--- config.mk ---
export PLATFORM = sky130hd
export DESIGN_NAME = pell_triple_automaton_check
export DESIGN_NICKNAME = d
export VERILOG_FILES = /design/src/hw/rtl/pta_pkg.sv /design/src/hw/rtl/pta_table_ram.sv /design/src/hw/rtl/pta_digit_unit.sv /design/src/hw/rtl/pell_triple_automaton_check.sv
export VERILOG_INCLUDE_DIRS = /design/src /design/src/hw/rtl
export SDC_FILE = /design/constraint.sdc
export NUM_CORES = 2
export LEC_CHECK = 0
export ABC_AREA = 1
export BUFFER_PORTS_ARGS = -buffer_cell sky130_fd_sc_hd__buf_2
export CAP_MARGIN = 40
export CORE_UTILIZATION = 25
export CTS_BUF_LIST = sky130_fd_sc_hd__clkbuf_16
export CTS_CLUSTER_SIZE = 24
export DETAILED_ROUTE_END_ITERATION = 10
export SLEW_MARGIN = 20
export SYNTH_ARGS = -nofsm -noshare
export SYNTH_HDL_FRONTEND = slang
export SYNTH_HIERARCHICAL = 1
export SYNTH_SLANG_ARGS = --single-unit
export TNS_END_PERCENT = 5
--- constraint.sdc ---
create_clock -name clock -period 8.9 [get_ports clock]
set_input_delay 1.78 -clock clock [delete_from_list [all_inputs] [get_ports clock]]
set_output_delay 1.78 -clock clock [all_outputs]
set_load 0.005 [all_outputs]
--- src/hw/rtl/pell_triple_automaton_check_macros.svh ---
// Assertion macros for the module that checks its own logic.
`ifndef PELL_TRIPLE_AUTOMATON_CHECK_MACROS_SVH
`define PELL_TRIPLE_AUTOMATON_CHECK_MACROS_SVH

// The consequent must hold in the same cycle as the antecedent.
`define PTA_ASSERT_SAME(label, ante, cons, msg) \
   label: assert property (@(posedge clock) disable iff (reset) (ante) |-> (cons)) \
      else $error(msg);

// The consequent must hold in the cycle after the antecedent.
`define PTA_ASSERT_NEXT(label, ante, cons, msg) \
   label: assert property (@(posedge clock) disable iff (reset) (ante) |=> (cons)) \
      else $error(msg);

`endif

--- src/hw/rtl/pta_pkg.sv ---
package pta_pkg;

   localparam int unsigned DIGITS       = 45;
   localparam int unsigned NUM_STATES   = 18;
   localparam int unsigned VALUE_WIDTH  = 56;

   localparam int unsigned SYMBOL_RADIX = 3;
   localparam int unsigned SYMBOLS      = 27;
   localparam int unsigned LANES        = 3;
   localparam int unsigned TABLE_DEPTH  = NUM_STATES * SYMBOLS;
   localparam int unsigned ADDR_WIDTH   = $clog2(TABLE_DEPTH);
   localparam int unsigned STATE_WIDTH  = 5;
   localparam int unsigned SYMBOL_WIDTH = 5;
   localparam int unsigned MASK_WIDTH   = 18;
   localparam int unsigned MASK_SPAN    = 2 ** STATE_WIDTH;
   localparam int unsigned WEIGHT_WIDTH = VALUE_WIDTH + 1;
   localparam int unsigned DIGIT_IDX_WIDTH = (DIGITS > 1) ? $clog2(DIGITS) : 1;

   localparam logic [STATE_WIDTH-1:0] START_STATE_RESET = '0;
   localparam logic [MASK_WIDTH-1:0]  ACCEPT_MASK_RESET = MASK_WIDTH'(8257);

   typedef logic [VALUE_WIDTH-1:0]     value_type;
   typedef logic [WEIGHT_WIDTH-1:0]    weight_type;
   typedef logic [STATE_WIDTH-1:0]     state_type;
   typedef logic [SYMBOL_WIDTH-1:0]    symbol_type;
   typedef logic [MASK_WIDTH-1:0]      mask_type;
   typedef logic [ADDR_WIDTH-1:0]      addr_type;
   typedef logic [DIGIT_IDX_WIDTH-1:0] digit_idx_type;
   typedef logic [1:0]                 digit_type;
   typedef weight_type                 weight_table_type [DIGITS];

   typedef enum logic {
      MODE_LOAD  = 1'b0,
      MODE_CHECK = 1'b1
   } mode_type;

   typedef enum logic [0:0] {
      CSR_START_STATE = 1'b0,
      CSR_ACCEPT_MASK = 1'b1
   } csr_index_type;

   typedef enum logic [1:0] {
      FSM_IDLE,
      FSM_RUN,
      FSM_LAST,
      FSM_FINISH
   } fsm_type;

   typedef struct packed {
      logic load;
      logic step;
   } digit_cmd_type;

   typedef struct packed {
      logic first;
      logic last;
   } digit_status_type;

   // Pell weights, saturated just above the value range so that they fit the datapath.
   function automatic weight_table_type make_weights();
      weight_table_type table_out;
      longint unsigned  w [DIGITS];
      longint unsigned  limit;
      limit = longint'(1) << VALUE_WIDTH;
      for (int i = 0; i < DIGITS; i++) begin
         if (i == 0) begin
            w[i] = 1;
         end else if (i == 1) begin
            w[i] = 2;
         end else begin
            w[i] = 2 * w[i-1] + w[i-2];
         end
         table_out[i] = weight_type'((w[i] > limit) ? limit : w[i]);
      end
      return table_out;
   endfunction

   localparam weight_table_type PELL_WEIGHTS = make_weights();

endpackage

--- src/hw/rtl/pta_table_ram.sv ---
module pta_table_ram #(
   parameter int unsigned DEPTH = 486,
   parameter int unsigned WIDTH = 5,
   localparam int unsigned ADDR_WIDTH = $clog2(DEPTH)
) (
   input  logic                  clock,
   input  logic                  wr_en,
   input  logic [ADDR_WIDTH-1:0] wr_addr,
   input  logic [WIDTH-1:0]      wr_data,
   input  logic                  rd_en,
   input  logic [ADDR_WIDTH-1:0] rd_addr,
   output logic [WIDTH-1:0]      rd_data
);

   logic [WIDTH-1:0] mem [DEPTH];
   logic [WIDTH-1:0] rd_data_ff;

   always_ff @(posedge clock) begin
      if (wr_en) begin
         mem[wr_addr] <= wr_data;
      end
   end

   always_ff @(posedge clock) begin
      if (rd_en) begin
         rd_data_ff <= mem[rd_addr];
      end
   end

   assign rd_data = rd_data_ff;

endmodule

--- src/hw/rtl/pta_digit_unit.sv ---
module pta_digit_unit (
   input  logic                      clock,
   input  logic                      reset,
   input  pta_pkg::digit_cmd_type    cmd,
   input  pta_pkg::value_type        x_value,
   input  pta_pkg::value_type        y_value,
   input  pta_pkg::value_type        z_value,
   output pta_pkg::symbol_type       symbol,
   output pta_pkg::digit_status_type status
);
   import pta_pkg::*;

   value_type                rest_ff   [LANES];
   value_type                rest_in   [LANES];
   value_type                rest_next [LANES];
   value_type                load_value[LANES];
   logic [WEIGHT_WIDTH:0]    rest_ext  [LANES];
   digit_type                digit     [LANES];
   digit_idx_type            cnt_ff;
   digit_idx_type            cnt_in;
   symbol_type               symbol_ff;
   symbol_type               symbol_in;
   weight_type               weight;
   logic [WEIGHT_WIDTH:0]    weight_ext;
   logic [WEIGHT_WIDTH:0]    two_weight;

   assign load_value[0] = x_value;
   assign load_value[1] = y_value;
   assign load_value[2] = z_value;

   // One greedy Pell digit per lane at the weight selected by the counter.
   always_comb begin
      weight     = PELL_WEIGHTS[cnt_ff];
      weight_ext = {1'b0, weight};
      two_weight = {weight, 1'b0};
      for (int l = 0; l < LANES; l++) begin
         rest_ext[l] = (WEIGHT_WIDTH + 1)'(rest_ff[l]);
         if (rest_ext[l] >= two_weight) begin
            digit[l]     = 2'd2;
            rest_next[l] = rest_ff[l] - VALUE_WIDTH'(two_weight);
         end else if (rest_ext[l] >= weight_ext) begin
            digit[l]     = 2'd1;
            rest_next[l] = rest_ff[l] - VALUE_WIDTH'(weight_ext);
         end else begin
            digit[l]     = 2'd0;
            rest_next[l] = rest_ff[l];
         end
      end
   end

   always_comb begin
      cnt_in    = cnt_ff;
      symbol_in = symbol_ff;
      for (int l = 0; l < LANES; l++) begin
         rest_in[l] = rest_ff[l];
      end
      if (cmd.load) begin
         cnt_in = digit_idx_type'(DIGITS - 1);
         for (int l = 0; l < LANES; l++) begin
            rest_in[l] = load_value[l];
         end
      end else if (cmd.step) begin
         if (cnt_ff != '0) begin
            cnt_in = cnt_ff - 1'b1;
         end
         for (int l = 0; l < LANES; l++) begin
            rest_in[l] = rest_next[l];
         end
         symbol_in = (SYMBOL_WIDTH'(digit[0]) * SYMBOL_WIDTH'(SYMBOL_RADIX)
                      + SYMBOL_WIDTH'(digit[1])) * SYMBOL_WIDTH'(SYMBOL_RADIX)
                     + SYMBOL_WIDTH'(digit[2]);
      end
   end

   always_ff @(posedge clock) begin
      if (reset) begin
         cnt_ff <= '0;
      end else begin
         cnt_ff <= cnt_in;
      end
   end

   always_ff @(posedge clock) begin
      symbol_ff <= symbol_in;
      for (int l = 0; l < LANES; l++) begin
         rest_ff[l] <= rest_in[l];
      end
   end

   assign symbol       = symbol_ff;
   assign status.first = (cnt_ff == digit_idx_type'(DIGITS - 1));
   assign status.last  = (cnt_ff == '0);

endmodule

--- src/hw/rtl/pell_triple_automaton_check.sv ---
// A load transaction (mode 0) writes one transition table entry, if its state, symbol and
// next state are in range, and returns a zero result in the cycle after acceptance. A check
// transaction (mode 1) splits x, y and z into greedy Pell digits, one digit position per cycle,
// and walks the programmed automaton from start_state over every digit symbol; a start_state
// out of range is not walked and is returned as the final state. The table is read once per
// digit, and each read needs the state returned by the previous registered read. No new
// transaction is taken until a check has finished, while loads can follow each other every
// cycle as their results are taken. The block takes a new transaction only when its sequencer
// is idle and the output register is free or being emptied. The table is not cleared at reset:
// every entry that a check may reach must be loaded first. Register 0 is start_state and
// register 1 is accept_mask; write them only while no transaction is in flight.
`include "pell_triple_automaton_check_macros.svh"

module pell_triple_automaton_check (
   input  logic                      clock,
   input  logic                      reset,
   input  logic                      req_valid,
   output logic                      req_ready,
   input  logic                      req_mode,
   input  pta_pkg::state_type        req_entry_state,
   input  pta_pkg::symbol_type       req_entry_symbol,
   input  pta_pkg::state_type        req_entry_next,
   input  pta_pkg::value_type        req_x_value,
   input  pta_pkg::value_type        req_y_value,
   input  pta_pkg::value_type        req_z_value,
   output logic                      rsp_valid,
   input  logic                      rsp_ready,
   output logic                      rsp_accepted,
   output pta_pkg::state_type        rsp_final_state,
   input  logic                      csr_valid,
   output logic                      csr_ready,
   input  logic [0:0]                csr_index,
   input  pta_pkg::mask_type         csr_data
);
   import pta_pkg::*;

   fsm_type          fsm_ff;
   fsm_type          fsm_in;
   state_type        start_state_ff;
   mask_type         accept_mask_ff;
   logic             use_start_ff;
   logic             use_start_in;
   logic             rsp_valid_ff;
   logic             rsp_accepted_ff;
   state_type        rsp_final_state_ff;
   logic             out_free;
   logic             req_fire;
   logic             load_fire;
   logic             check_fire;
   logic             check_offer;
   logic             finish_fire;
   logic             walk_en;
   logic             start_oor;
   logic             run_last;
   logic             load_rsp_ok;
   logic             table_wr_en;
   addr_type         table_wr_addr;
   logic             table_rd_en;
   addr_type         table_rd_addr;
   state_type        table_rd_data;
   state_type        cur_state;
   state_type        final_state;
   logic [MASK_SPAN-1:0] mask_ext;
   digit_cmd_type    digit_cmd;
   digit_status_type digit_status;
   symbol_type       digit_symbol;

   assign csr_ready = 1'b1;

   always_ff @(posedge clock) begin
      if (reset) begin
         start_state_ff <= START_STATE_RESET;
         accept_mask_ff <= ACCEPT_MASK_RESET;
      end else if (csr_valid && csr_ready) begin
         case (csr_index_type'(csr_index))
            CSR_START_STATE: start_state_ff <= csr_data[STATE_WIDTH-1:0];
            CSR_ACCEPT_MASK: accept_mask_ff <= csr_data;
            default: ;
         endcase
      end
   end

   assign out_free    = !rsp_valid_ff || rsp_ready;
   assign req_fire    = req_valid && req_ready;
   assign load_fire   = req_fire && (mode_type'(req_mode) == MODE_LOAD);
   assign check_fire  = req_fire && (mode_type'(req_mode) == MODE_CHECK);
   assign check_offer = req_valid && out_free && (mode_type'(req_mode) == MODE_CHECK);
   assign start_oor   = (start_state_ff >= state_type'(NUM_STATES));

   always_comb begin
      fsm_in = fsm_ff;
      case (fsm_ff)
         FSM_IDLE: begin
            if (check_fire) begin
               fsm_in = FSM_RUN;
            end
         end
         FSM_RUN: begin
            if (digit_status.last) begin
               fsm_in = FSM_LAST;
            end
         end
         FSM_LAST: begin
            fsm_in = FSM_FINISH;
         end
         FSM_FINISH: begin
            if (out_free) begin
               fsm_in = FSM_IDLE;
            end
         end
         default: begin
            fsm_in = FSM_IDLE;
         end
      endcase
   end

   always_comb begin
      req_ready      = 1'b0;
      digit_cmd.load = 1'b0;
      digit_cmd.step = 1'b0;
      walk_en        = 1'b0;
      finish_fire    = 1'b0;
      case (fsm_ff)
         FSM_IDLE: begin
            req_ready      = out_free;
            digit_cmd.load = check_offer;
         end
         FSM_RUN: begin
            digit_cmd.step = 1'b1;
            walk_en        = !digit_status.first;
         end
         FSM_LAST: begin
            walk_en = 1'b1;
         end
         FSM_FINISH: begin
            finish_fire = out_free;
         end
         default: ;
      endcase
   end

   always_ff @(posedge clock) begin
      if (reset) begin
         fsm_ff <= FSM_IDLE;
      end else begin
         fsm_ff <= fsm_in;
      end
   end

   always_comb begin
      use_start_in = use_start_ff;
      if (check_fire) begin
         use_start_in = 1'b1;
      end else if (walk_en) begin
         use_start_in = 1'b0;
      end
   end

   always_ff @(posedge clock) begin
      if (reset) begin
         use_start_ff <= 1'b0;
      end else begin
         use_start_ff <= use_start_in;
      end
   end

   assign table_wr_en   = load_fire
                          && (req_entry_state < state_type'(NUM_STATES))
                          && (req_entry_symbol < symbol_type'(SYMBOLS))
                          && (req_entry_next < state_type'(NUM_STATES));
   assign table_wr_addr = addr_type'(req_entry_state) * addr_type'(SYMBOLS)
                          + addr_type'(req_entry_symbol);

   assign cur_state     = use_start_ff ? start_state_ff : table_rd_data;
   assign table_rd_en   = walk_en && !start_oor;
   assign table_rd_addr = addr_type'(cur_state) * addr_type'(SYMBOLS)
                          + addr_type'(digit_symbol);

   pta_digit_unit u_digit (
      .clock   (clock),
      .reset   (reset),
      .cmd     (digit_cmd),
      .x_value (req_x_value),
      .y_value (req_y_value),
      .z_value (req_z_value),
      .symbol  (digit_symbol),
      .status  (digit_status)
   );

   pta_table_ram #(
      .DEPTH (TABLE_DEPTH),
      .WIDTH (STATE_WIDTH)
   ) u_table (
      .clock   (clock),
      .wr_en   (table_wr_en),
      .wr_addr (table_wr_addr),
      .wr_data (req_entry_next),
      .rd_en   (table_rd_en),
      .rd_addr (table_rd_addr),
      .rd_data (table_rd_data)
   );

   assign final_state = start_oor ? start_state_ff : cur_state;
   assign mask_ext    = MASK_SPAN'(accept_mask_ff);

   always_ff @(posedge clock) begin
      if (reset) begin
         rsp_valid_ff <= 1'b0;
      end else if (load_fire || finish_fire) begin
         rsp_valid_ff <= 1'b1;
      end else if (rsp_ready) begin
         rsp_valid_ff <= 1'b0;
      end
   end

   always_ff @(posedge clock) begin
      if (load_fire) begin
         rsp_accepted_ff    <= 1'b0;
         rsp_final_state_ff <= '0;
      end else if (finish_fire) begin
         rsp_accepted_ff    <= mask_ext[final_state];
         rsp_final_state_ff <= final_state;
      end
   end

   assign rsp_valid       = rsp_valid_ff;
   assign rsp_accepted    = rsp_accepted_ff;
   assign rsp_final_state = rsp_final_state_ff;

   assign run_last    = (fsm_ff == FSM_RUN) && digit_status.last;
   assign load_rsp_ok = rsp_valid && !rsp_accepted && (rsp_final_state == '0);

   `PTA_ASSERT_SAME(a_ready_only_idle, req_ready, fsm_ff == FSM_IDLE, "Ready outside idle.")
   `PTA_ASSERT_NEXT(a_check_starts, check_fire, fsm_ff == FSM_RUN, "Check did not start.")
   `PTA_ASSERT_NEXT(a_last_digit, run_last, fsm_ff == FSM_LAST, "No final walk step.")
   `PTA_ASSERT_NEXT(a_load_result, load_fire, load_rsp_ok, "Load gave a wrong result.")
   `PTA_ASSERT_SAME(a_walk_from_table, fsm_ff == FSM_FINISH, !use_start_ff, "No table step.")

endmodule

==> reports/metrics.cfg <==
[setup_path]
worstSetupEndpointType=flop
cp_buf_inv_count=6
worst_path_dominant_cell_family=adder cells
critPathMaxFanout=15
setup.worst_path.class=reg2reg
cp.arrival_ps=8000
crit_start=u_digit/cnt_ff[0]
critPathSlowestCell=sky130_fd_sc_hd__dfxtp_1
startpoint_type=flop
r2r-start=u_digit/cnt_ff[0]
timing.critical_path.required_ps=9470
worst_path_largest_cell_delay_ps=670

[global_routing]
antenna_violations_before_repair=24
grt_first_pass_wirelength_mm=668
globalRoute.totalOverflow=0
gr-usage-all-layers_pct=16.3
first_global_vias=100818
pin_count_of_the_biggest_net_entering_global_routing=209

[synth]
yosysSeqAreaShare_pct=58.9
average_size_of_a_mapped_cell_um2=9.69
synthFlopType=sky130_fd_sc_hd__edfxtp_1
synth_seq_cells=2647
synth-async-reset-ratio_pct=0
yosys.area.top_type_share_pct=58.3
yosysTopAreaCell=sky130_fd_sc_hd__edfxtp_1
synth.top_cells.by_area=sky130_fd_sc_hd__edfxtp_1 (58%), sky130_fd_sc_hd__nand2_1 (11%), sky130_fd_sc_hd__nand3_1 (9.4%)
syn-instance-count=13855
ys_types=72
synth_enable_flop_cells=2608
mappedNetlistNets=14497
synth_area_um2=134000
ys_warn_count=6

[floorplan]
die_width_um=735
number_of_cell_rows=268
starting_utilization_of_the_core_area_pct=25.2
ios=217
core_region_area_um2=534000
floorplan.die.height_um=735
die_outline_area_um2=540000

[timing]
rsz0062_at_grt=no
min_cycle_time_layout_ps=7430
worst_pin_slew_ps=1140
finalClockSkew_ps=104
slew_headroom_pct=24.1
hold_viol_final=0
setup_tns_ps=0
final.period_utilization_pct=83.5
timing.final.setup_violations=0
final-max-slew-violation-count=0
setup_slack_ps=1470
timing.hold.ws_ps=456
fmax_mhz=135

[cts]
clock_path_buffers=4
clock-sinks=2647
cts-htree-levels=5
cts_root_buf=sky130_fd_sc_hd__clkbuf_16
cts.reportedPaths.clkPinSlew_ps=60
ctsResizeCount=0
cts.repair_timing.setup_buffer_count=0
holdBufCountCts=0
cts-buffers-inserted=277
clock_latency_ps=910
cts_tree=done

[routing]
via_count=105461
post_drt_wl_per_cell_um=21.7
vias_per_cell=4.97
drc=0
dr.pass1.iters=7
final_routed_wirelength_across_all_metal_layers_mm=460
drt_first_iter_violations=12042
antenna_left=0

[place]
io_buffers=215
gpl.final_weighted_congestion=1.01
hpwlAfterDp_mm=309
placement.setup.worst_slack_ps=1650

[cells_and_area]
finalNetCount=14522
layout-drive-gt1-share_pct=6.65
final_common_cell=sky130_fd_sc_hd__nand2_1
layout.cells.most_common_list=sky130_fd_sc_hd__nand2_1 (3774), sky130_fd_sc_hd__edfxtp_1 (2608), sky130_fd_sc_hd__nand3_1 (2528)
area_growth_pct=13.4

[flow_run]
max_capacitance_violation_count=0

[worst_hold_path]
startpoint_of_the_tightest_hold_check_path=accept_mask_ff[9]
hold_class=reg2reg

[status]
outcome=finished clean

-- state kept, by name, indices dropped and copies added (netlist names) --
signal and flops:
u_table/rd_data 5, rsp_final_state 5, u_table/mem 2430, accept_mask_ff 18
rsp_valid 1, fsm_ff 2, u_digit/symbol 5, start_state_ff 5
use_start_ff 1, rsp_accepted 1, u_digit/cnt_ff 6, u_digit/rest_ff 168
-- cells in the mapped netlist (6+ instances only) --
cell type and count:
sky130_fd_sc_hd__nor2_1 1137, sky130_fd_sc_hd__or2_2 6, sky130_fd_sc_hd__nand2_1 3789, sky130_fd_sc_hd__clkbuf_1 191
sky130_fd_sc_hd__nand3_1 2528, sky130_fd_sc_hd__o21ai_0 345, sky130_fd_sc_hd__o21ai_1 34, sky130_fd_sc_hd__nand4_1 33
sky130_fd_sc_hd__a21oi_1 568, sky130_fd_sc_hd__o21bai_1 23, sky130_fd_sc_hd__a22oi_1 9, sky130_fd_sc_hd__nand3b_1 21
sky130_fd_sc_hd__a21boi_0 13, sky130_fd_sc_hd__xnor2_1 138, sky130_fd_sc_hd__o211ai_1 92, sky130_fd_sc_hd__inv_1 720
sky130_fd_sc_hd__inv_2 12, sky130_fd_sc_hd__a211oi_1 13, sky130_fd_sc_hd__buf_1 48, sky130_fd_sc_hd__a21o_1 39
sky130_fd_sc_hd__ha_1 409, sky130_fd_sc_hd__nor3_1 65, sky130_fd_sc_hd__nor4_1 32, sky130_fd_sc_hd__fa_1 25
sky130_fd_sc_hd__dfxtp_1 39, sky130_fd_sc_hd__a31oi_1 69, sky130_fd_sc_hd__o31ai_1 11, sky130_fd_sc_hd__nand2_2 14
sky130_fd_sc_hd__xor2_1 163, sky130_fd_sc_hd__buf_4 59, sky130_fd_sc_hd__a221oi_1 10, sky130_fd_sc_hd__o22ai_1 12
sky130_fd_sc_hd__edfxtp_1 2608, sky130_fd_sc_hd__buf_6 46, sky130_fd_sc_hd__o2111ai_1 6, sky130_fd_sc_hd__nand3_2 12
sky130_fd_sc_hd__nor2_2 7, sky130_fd_sc_hd__buf_2 343, sky130_fd_sc_hd__o221ai_1 37, sky130_fd_sc_hd__o21a_1 74
-- metal layers --
layer	vias up	GRT usage, %	routed length (µm)	part of all wire (%)
met3	809	3.07	43600	9.5
met5	-	0	32	0.0069
met4	6	5.46	17300	3.8
met2	5060	26.1	209000	45
li1	48268	-	-	-
met1	51318	22.0	191000	41
-- cells by family after synthesis --
| family | count (synthesis) | synth area share, % |
|---|---|---|
| and+or+nand+nor | 7659 | 24.2 |
| buffers and inverters | 1433 | 4.82 |
| xor gates and xnor gates | 301 | 1.96 |
| other | 1 | 0.00279 |
| AOI/OAI and AO/OA | 1380 | 5.97 |
| adders and majority gates | 434 | 4.18 |
| DFF | 2647 | 58.9 |
-- stage by stage --
stage,instances,instance area [µm²],utilization [%]
finish,21240,152000,28.5
global route,21233,152000,28.5
CTS,21224,152000,28.5
detailed placement,20749,143000,26.9
global placement,20714,143000,26.7
floorplan,13855,134000,-
-- worst min-delay path: cells and delay by family (launching register included) --
family | cells | cell delay, ps
flip-flops | 1 | 300
AO/OA/AOI/OAI | 1 | 50
buffers and inverters | 1 | 60
-- area by class of cell --
class,instances,area [µm²]
clock buffers,283,7080
repair buffers,441,3630
fillers,56030,382000
well taps,7155,8950
multi-input cells,9775,49100
clock inverters,192,1620
flip-flops and latches,2647,79100
inverters,738,2830
diodes,9,22.5
-- path summary, 6_finish.rpt --
| check | endpoint | slack, ps | cells past startpoint |
|---|---|---|---|
| max | u_digit/symbol[4] | 1470 | 32 |
| min | accept_mask_ff[9] | 460 | 2 |
| max reg2reg | u_digit/symbol[4] | 1470 | 32 |
| min reg2reg | accept_mask_ff[9] | 460 | 2 |
Power is not shown: default switching activity piles up to over one toggle a cycle in this logic, so the estimate is an artifact.
